--- src/hdl/gap_pkg.sv ---
// shared types, constants and neighbour tables for the grid path search block
// no dependencies

package gap_pkg;

  // default sizes
  localparam int GRID_SIDE_DEF  = 32;
  localparam int OPEN_DEPTH_DEF = 1024;

  // cost arithmetic, fixed point times 100
  localparam int          COST_W        = 18;
  localparam logic [17:0] COST_MAX      = 18'h3FFFF;
  localparam logic [17:0] STEP_STRAIGHT = 18'd100;
  localparam logic [17:0] STEP_DIAGONAL = 18'd141;

  // path store and length saturation
  localparam int PATH_DEPTH = 1024;
  localparam int LEN_MAX    = 1023;

  // command codes
  localparam logic [1:0] CMD_LOAD   = 2'd0;
  localparam logic [1:0] CMD_SEARCH = 2'd1;
  localparam logic [1:0] CMD_READ   = 2'd2;

  // status codes
  localparam logic [1:0] ST_FOUND    = 2'd0;
  localparam logic [1:0] ST_NO_PATH  = 2'd1;
  localparam logic [1:0] ST_BLOCKED  = 2'd2;
  localparam logic [1:0] ST_OVERFLOW = 2'd3;

  // step direction codes
  localparam logic [1:0] DIR_ZERO = 2'd0;
  localparam logic [1:0] DIR_NEG  = 2'd1;
  localparam logic [1:0] DIR_POS  = 2'd2;

  // open list operations
  localparam logic [1:0] HOP_CLEAR = 2'd0;
  localparam logic [1:0] HOP_PUSH  = 2'd1;
  localparam logic [1:0] HOP_POP   = 2'd2;

  typedef struct packed {
    logic       start;
    logic [1:0] op;
  } heap_req_t;

  typedef struct packed {
    logic done;
    logic overflow;
    logic empty;
  } heap_stat_t;

  // neighbour order: west, east, south, north, then the four diagonals
  function automatic logic [1:0] nb_dx(input logic [2:0] i);
    logic [1:0] d;
    case (i)
      3'd0, 3'd4, 3'd5: d = DIR_NEG;
      3'd1, 3'd6, 3'd7: d = DIR_POS;
      default:          d = DIR_ZERO;
    endcase
    return d;
  endfunction

  function automatic logic [1:0] nb_dy(input logic [2:0] i);
    logic [1:0] d;
    case (i)
      3'd2, 3'd4, 3'd6: d = DIR_NEG;
      3'd3, 3'd5, 3'd7: d = DIR_POS;
      default:          d = DIR_ZERO;
    endcase
    return d;
  endfunction

endpackage

--- src/hdl/gap_cost_unit.sv ---
// shared saturating cost adder, result registered
// depends on gap_pkg

module gap_cost_unit (
  input  logic        clk,
  input  logic        en,
  input  logic [17:0] a,
  input  logic [17:0] b,
  output logic [17:0] sum
);

  logic [18:0] raw;

  // add and clamp at the cost ceiling
  assign raw = {1'b0, a} + {1'b0, b};

  always_ff @(posedge clk) begin
    if (en) begin
      sum <= (raw > {1'b0, gap_pkg::COST_MAX}) ? gap_pkg::COST_MAX : raw[17:0];
    end
  end

endmodule

--- config.mk ---
export PLATFORM = sky130hd
export DESIGN_NAME = gap_cost_unit
export DESIGN_NICKNAME = d
export VERILOG_FILES = /design/src/hdl/gap_pkg.sv /design/src/hdl/gap_cost_unit.sv
export SDC_FILE = /design/constraint.sdc
export NUM_CORES = 1
export LEC_CHECK = 0
export CAP_MARGIN = 15
export CORE_MARGIN = 5
export CORE_UTILIZATION = 69
export CTS_BUF_LIST = sky130_fd_sc_hd__clkbuf_2
export DETAILED_ROUTE_END_ITERATION = 12
export DONT_BUFFER_PORTS = 1
export PLACE_DENSITY = 0.85
export SLEW_MARGIN = 40
export SYNTH_ARGS = -nofsm -noshare
export SYNTH_HDL_FRONTEND = slang
export SYNTH_SLANG_ARGS = --single-unit
--- constraint.sdc ---
create_clock -name clk -period 7.6 [get_ports clk]
set_input_delay 2.28 -clock clk [delete_from_list [all_inputs] [get_ports clk]]
set_output_delay 2.28 -clock clk [all_outputs]
set_load 0.05 [all_outputs]
**Yosys cells after proc, flatten, opt, wreduce, memory -nomap -nowiden**

Cells that the tools add are included.

- Bits in registers: 18
- Input port bits: 38
- Output and inout bits: 18

- Add/subtract/negate cells: 1
- Magnitude comparators: 1

Operators by type and width:

| kind | number |
|---|---|
| adder 18 x 18 -> 19 bit | 1 |
| > comparator 19 x 18 -> 1 bit, second input constant | 1 |

**Depth between registers and ports, before layout**

- Word-level depth: 2
- Depth in mapped cells: 9
- Depth with buffers taken out: 8

**Worst setup path after synthesis**

No wires, ideal clock.

- Path kind: input to register
- Start: in a[0]
- End: reg sum[10], data pin
- Data arrival time: 4.218 ns
- Required time: 7.338 ns
- Setup slack: 3.120 ns
- Stages: 9
- Buffers on the path: 1
- Cell sequence: ha_1 -> fa_1 -> a21o_1 -> a221o_1 -> a31oi_4 -> o21ai_2 -> o22ai_4 -> buf_6 -> nand2_1

- Longest elaborated chain between the ends: 2

Ends and longest elaborated chain:

| item | RTL line | text |
|---|---|---|
| start: declaration | gap_cost_unit.sv:7 | `input logic [17:0] a,` |
| adder 18 x 18 -> 19 bit * | gap_cost_unit.sv:15 | `assign raw = {1'b0, a} + {1'b0, b};` |
| > comparator 19 x 18 -> 1 bit | gap_cost_unit.sv:19 | `sum <= (raw > {1'b0, gap_pkg::COST_MAX}) ? gap_pkg::COST_MAX : raw[17:0];` |
| end signal: assignment | gap_cost_unit.sv:19 |  |
| end: declaration | gap_cost_unit.sv:9 | `output logic [17:0] sum` |

Mark *: on every way between the ends. The rest lies on a longest branch, timed or not.
A chain may end at the register's enable or synchronous reset.

**Worst setup path after layout**

- Start: in a[0]
- End: reg sum[13], data pin

The elaborated chain is that of the path after synthesis.

==> results.txt <==
* Total wire length: 3280 um
- The register with the most flip-flops in the layout has 18 of them.
* Max FO, Critical Path: 16
* Initial core utilization: 0.703
- Status: complete, no violations
- Master cell of the clock root buffer: sky130_fd_sc_hd__clkbuf_2
- Part of the Yosys area used for sequential elements: 0.354
- Top routing layer in use: met4
* Final core utilization: 0.717
- In the routed design, unresolved DRC markers number 0.
- Largest Register: sum
* Reg clk slew, reported paths: 0.14 ns
* Global routing usage summed across all routing layers: 0.217
- The longest clock path from root to sink contains 2 buffers.
- The number of global-route vias before repair is 1264.
- Worst hold path stage count: 0
* Maximum number of pins on one net before global-route repair: 19
- Total Neg Setup Slack: 0 ns
- The routed design uses 208 um of met3 wire.
- Number of distinct library cells after synthesis: 38
- After detailed routing, the number of vias per cell comes to ~7.
- On the worst path, the slowest cell contributes a delay of about 0.42 ns.
* Number of placed I/O pins: 56
* Remaining antenna violation count after routing: 0
- In this run the worst hold path is classified as in -> reg.
- The most used flip-flop cell after synthesis is sky130_fd_sc_hd__edfxtp_1.
- Critical-path cell list: ha_1, fa_1, a21o_1, a221o_1, a31oi_4, o21ai_2, o22ai_4, o21ai_0
- Die Span Y: 57.0 um
- In the synthesized netlist the async set-or-reset flop fraction comes to 0.
- With fillers left out, the area of the finished cells amounts to ~1600 sq um.
- Total met2 wirelength after detailed routing: about 1600 um
- Floorplan core area: 2170 sq um
* Startpoint of the lowest-slack hold path: en
* CP Data Required Time: 7.64 ns
* Synthesis Warnings: 0
- Most common cell after layout, fill and taps aside: sky130_fd_sc_hd__nand2_1
- Data on the critical path arrives at its endpoint at 4.47 ns.
- After clock tree synthesis, the flow added hold-fix buffers numbering 0.
- Fillers: 173
- Cell taking the most area after synthesis: sky130_fd_sc_hd__edfxtp_1
- 0 antenna diodes ended up in the layout.
* Biggest regs: sum (18)
- The initial antenna violation count was 0.
- After legalization and detailed placement, the total HPWL measured 2800 um.
* Cell Rows: 17
* TritonCTS clock tree: built
- Across all layers, the routed design uses 1255 vias.
* Unrepaired setup endpoints after global routing: no
* Gate Count Post-Synth: between 150 and 200
- Buffers inserted during clock tree synthesis total 3.
* Mapped cell area: 1530 sq um
* Final Slew Violations: 0
* Top library cells by usage in the layout, fill and taps aside: 19 x sky130_fd_sc_hd__nand2_1, 18 x sky130_fd_sc_hd__ha_1, 18 x sky130_fd_sc_hd__edfxtp_1
* Length of the first detailed-routing pass in iterations: 4
* Least-Margin Pin Slew: 0.482 ns
- Share of cells above drive strength 1: 0.0387
- Buffers inserted by post-CTS timing repair: 0
- Dividing the synthesized area by the synthesized cell count gives ~9.8 sq um.
* Sink of the worst hold path: sum[8]
- Peak VDD IR: about 0.13 mV
- Counting flops with a built-in enable in the synthesized netlist gives 18.
- Critical Path Stages: 8
- Cells resized by post-CTS repair: 0
- The first routing iteration left 49 violations.
- From left edge to right edge, the die measures 57.0 um.
- The critical path is of the in -> reg type.
* First-pass GRT wire length: approximately 5600 um
- Placed Area: 1540 sq um
* Worst Slack Setup Final: 3.17 ns
* Power per cell area: 207 nW/um^2
- Total power for the finished layout comes to 0.000323 W.
- In the final routed layout, each cell accounts on average for around 18 um.
- Kind of end point of the critical path: flip-flop
- Timing would allow up to 226 MHz.
- The number of hold violations in the final report came to 0.
* Critical path launch point: a[0]
- In the finished design, the share of the clock period the worst path needs comes to 0.583.
- Final setup viols: 0
- By area the synthesized netlist is led by sky130_fd_sc_hd__edfxtp_1 35%, sky130_fd_sc_hd__ha_1 15%, sky130_fd_sc_hd__nand2_1 4.7%.
* Total overflow reported by the global router: 0
* CP top delay family: compound AO/OA/AOI/OAI gates
* Buf+Inv Stages, Crit Path: 0
- H-tree lvl count: 1
- On the critical path, the stage with the largest delay is an instance of sky130_fd_sc_hd__a221o_1.
* Post-synth top area share: 0.354
- Routed length on met1: 1420 um
- Counting every sink on the clock net gives 18.
- Measured against its own limit, the worst slew margin works out to 0.679.
- Crit start category: primary input
- Post-layout nets: 214
- Global placement routability congestion: between 0.9 and 1
- Maximum Capacitance Violations: 0
* Cell leakage power: ~0.62 nW
- Overall die area: around 3300 sq um
* Post-layout minimum cycle time: around 4.4 ns
- During placement, the flow inserted port buffers numbering 0.
- Pre-CTS worst setup slack: 2.84 ns
* Area added between synthesis and finish: 2.05%
- Flip-flop and latch count after synthesis: 18
- When the netlist entered floorplanning its net count stood at 212.
-- synthesized netlist by cell type, types with 2 or more instances --
cell type	number
sky130_fd_sc_hd__o21ai_0	6
sky130_fd_sc_hd__nor2_1	11
sky130_fd_sc_hd__a211oi_1	4
sky130_fd_sc_hd__xnor2_1	7
sky130_fd_sc_hd__ha_1	18
sky130_fd_sc_hd__a221o_1	2
sky130_fd_sc_hd__inv_1	2
sky130_fd_sc_hd__edfxtp_1	18
sky130_fd_sc_hd__nand3_1	5
sky130_fd_sc_hd__o21bai_1	3
sky130_fd_sc_hd__xor2_1	4
sky130_fd_sc_hd__clkbuf_1	2
sky130_fd_sc_hd__o41ai_1	2
sky130_fd_sc_hd__a21oi_1	13
sky130_fd_sc_hd__o211ai_1	3
sky130_fd_sc_hd__and3_1	2
sky130_fd_sc_hd__nand2_1	19
sky130_fd_sc_hd__nand2b_1	5
sky130_fd_sc_hd__a21o_1	4
sky130_fd_sc_hd__mux2i_1	3
sky130_fd_sc_hd__nor3_1	3
sky130_fd_sc_hd__nor2b_1	3
-- per-stage QoR --
stage / hold WS (ns) / instances
final: 2.08 / 183
after global routing: 2.06 / 183
after detailed placement: 2.39 / 180
after global placement: 2.39 / 180
after floorplan: 2.39 / 155
after CTS: 2.08 / 183
-- power breakdown --
group | internal [W] | switching, W | total, W
Combinational | 0.0000395 | 0.0000558 | 0.0000953
Sequential | 0.000131 | 0.0000593 | 0.000191
Clock | 0.0000108 | 0.0000262 | 0.0000369
-- logic make-up after synthesis --
group / share of synthesized area
compound gates: 0.228
flops: 0.354
buf+inv: 0.0172
mux: 0.0197
xor+xnor: 0.0632
simple gates: 0.157
fa+ha+maj: 0.161
-- layer usage --
layer	up-vias	global-route usage
met5	-	0
met4	0	0.0795
met3	7	0.0385
met2	64	0.374
met1	586	0.273
li1	598	-
-- how the worst max path moves through the flow --
| stage | end | slack, ns |
|---|---|---|
| after CTS | sum[13] | 3.17 |
| after detailed placement | sum[13] | 2.84 |
| after global placement | sum[13] | 2.99 |
| final | sum[13] | 3.17 |
| after global routing | sum[13] | 3.03 |
| after floorplan | sum[10] | 3.12 |
-- cell type report --
type	instances	area, sq um	share of cell area
Clock buffer	3	15.0	0.00965
Inverter	2	7.51	0.00482
Multi-Input combinational cell	132	958	0.616
Sequential cell	18	541	0.347
Tap cell	28	35.0	0.0225
(Power assumes the default switching activity.)
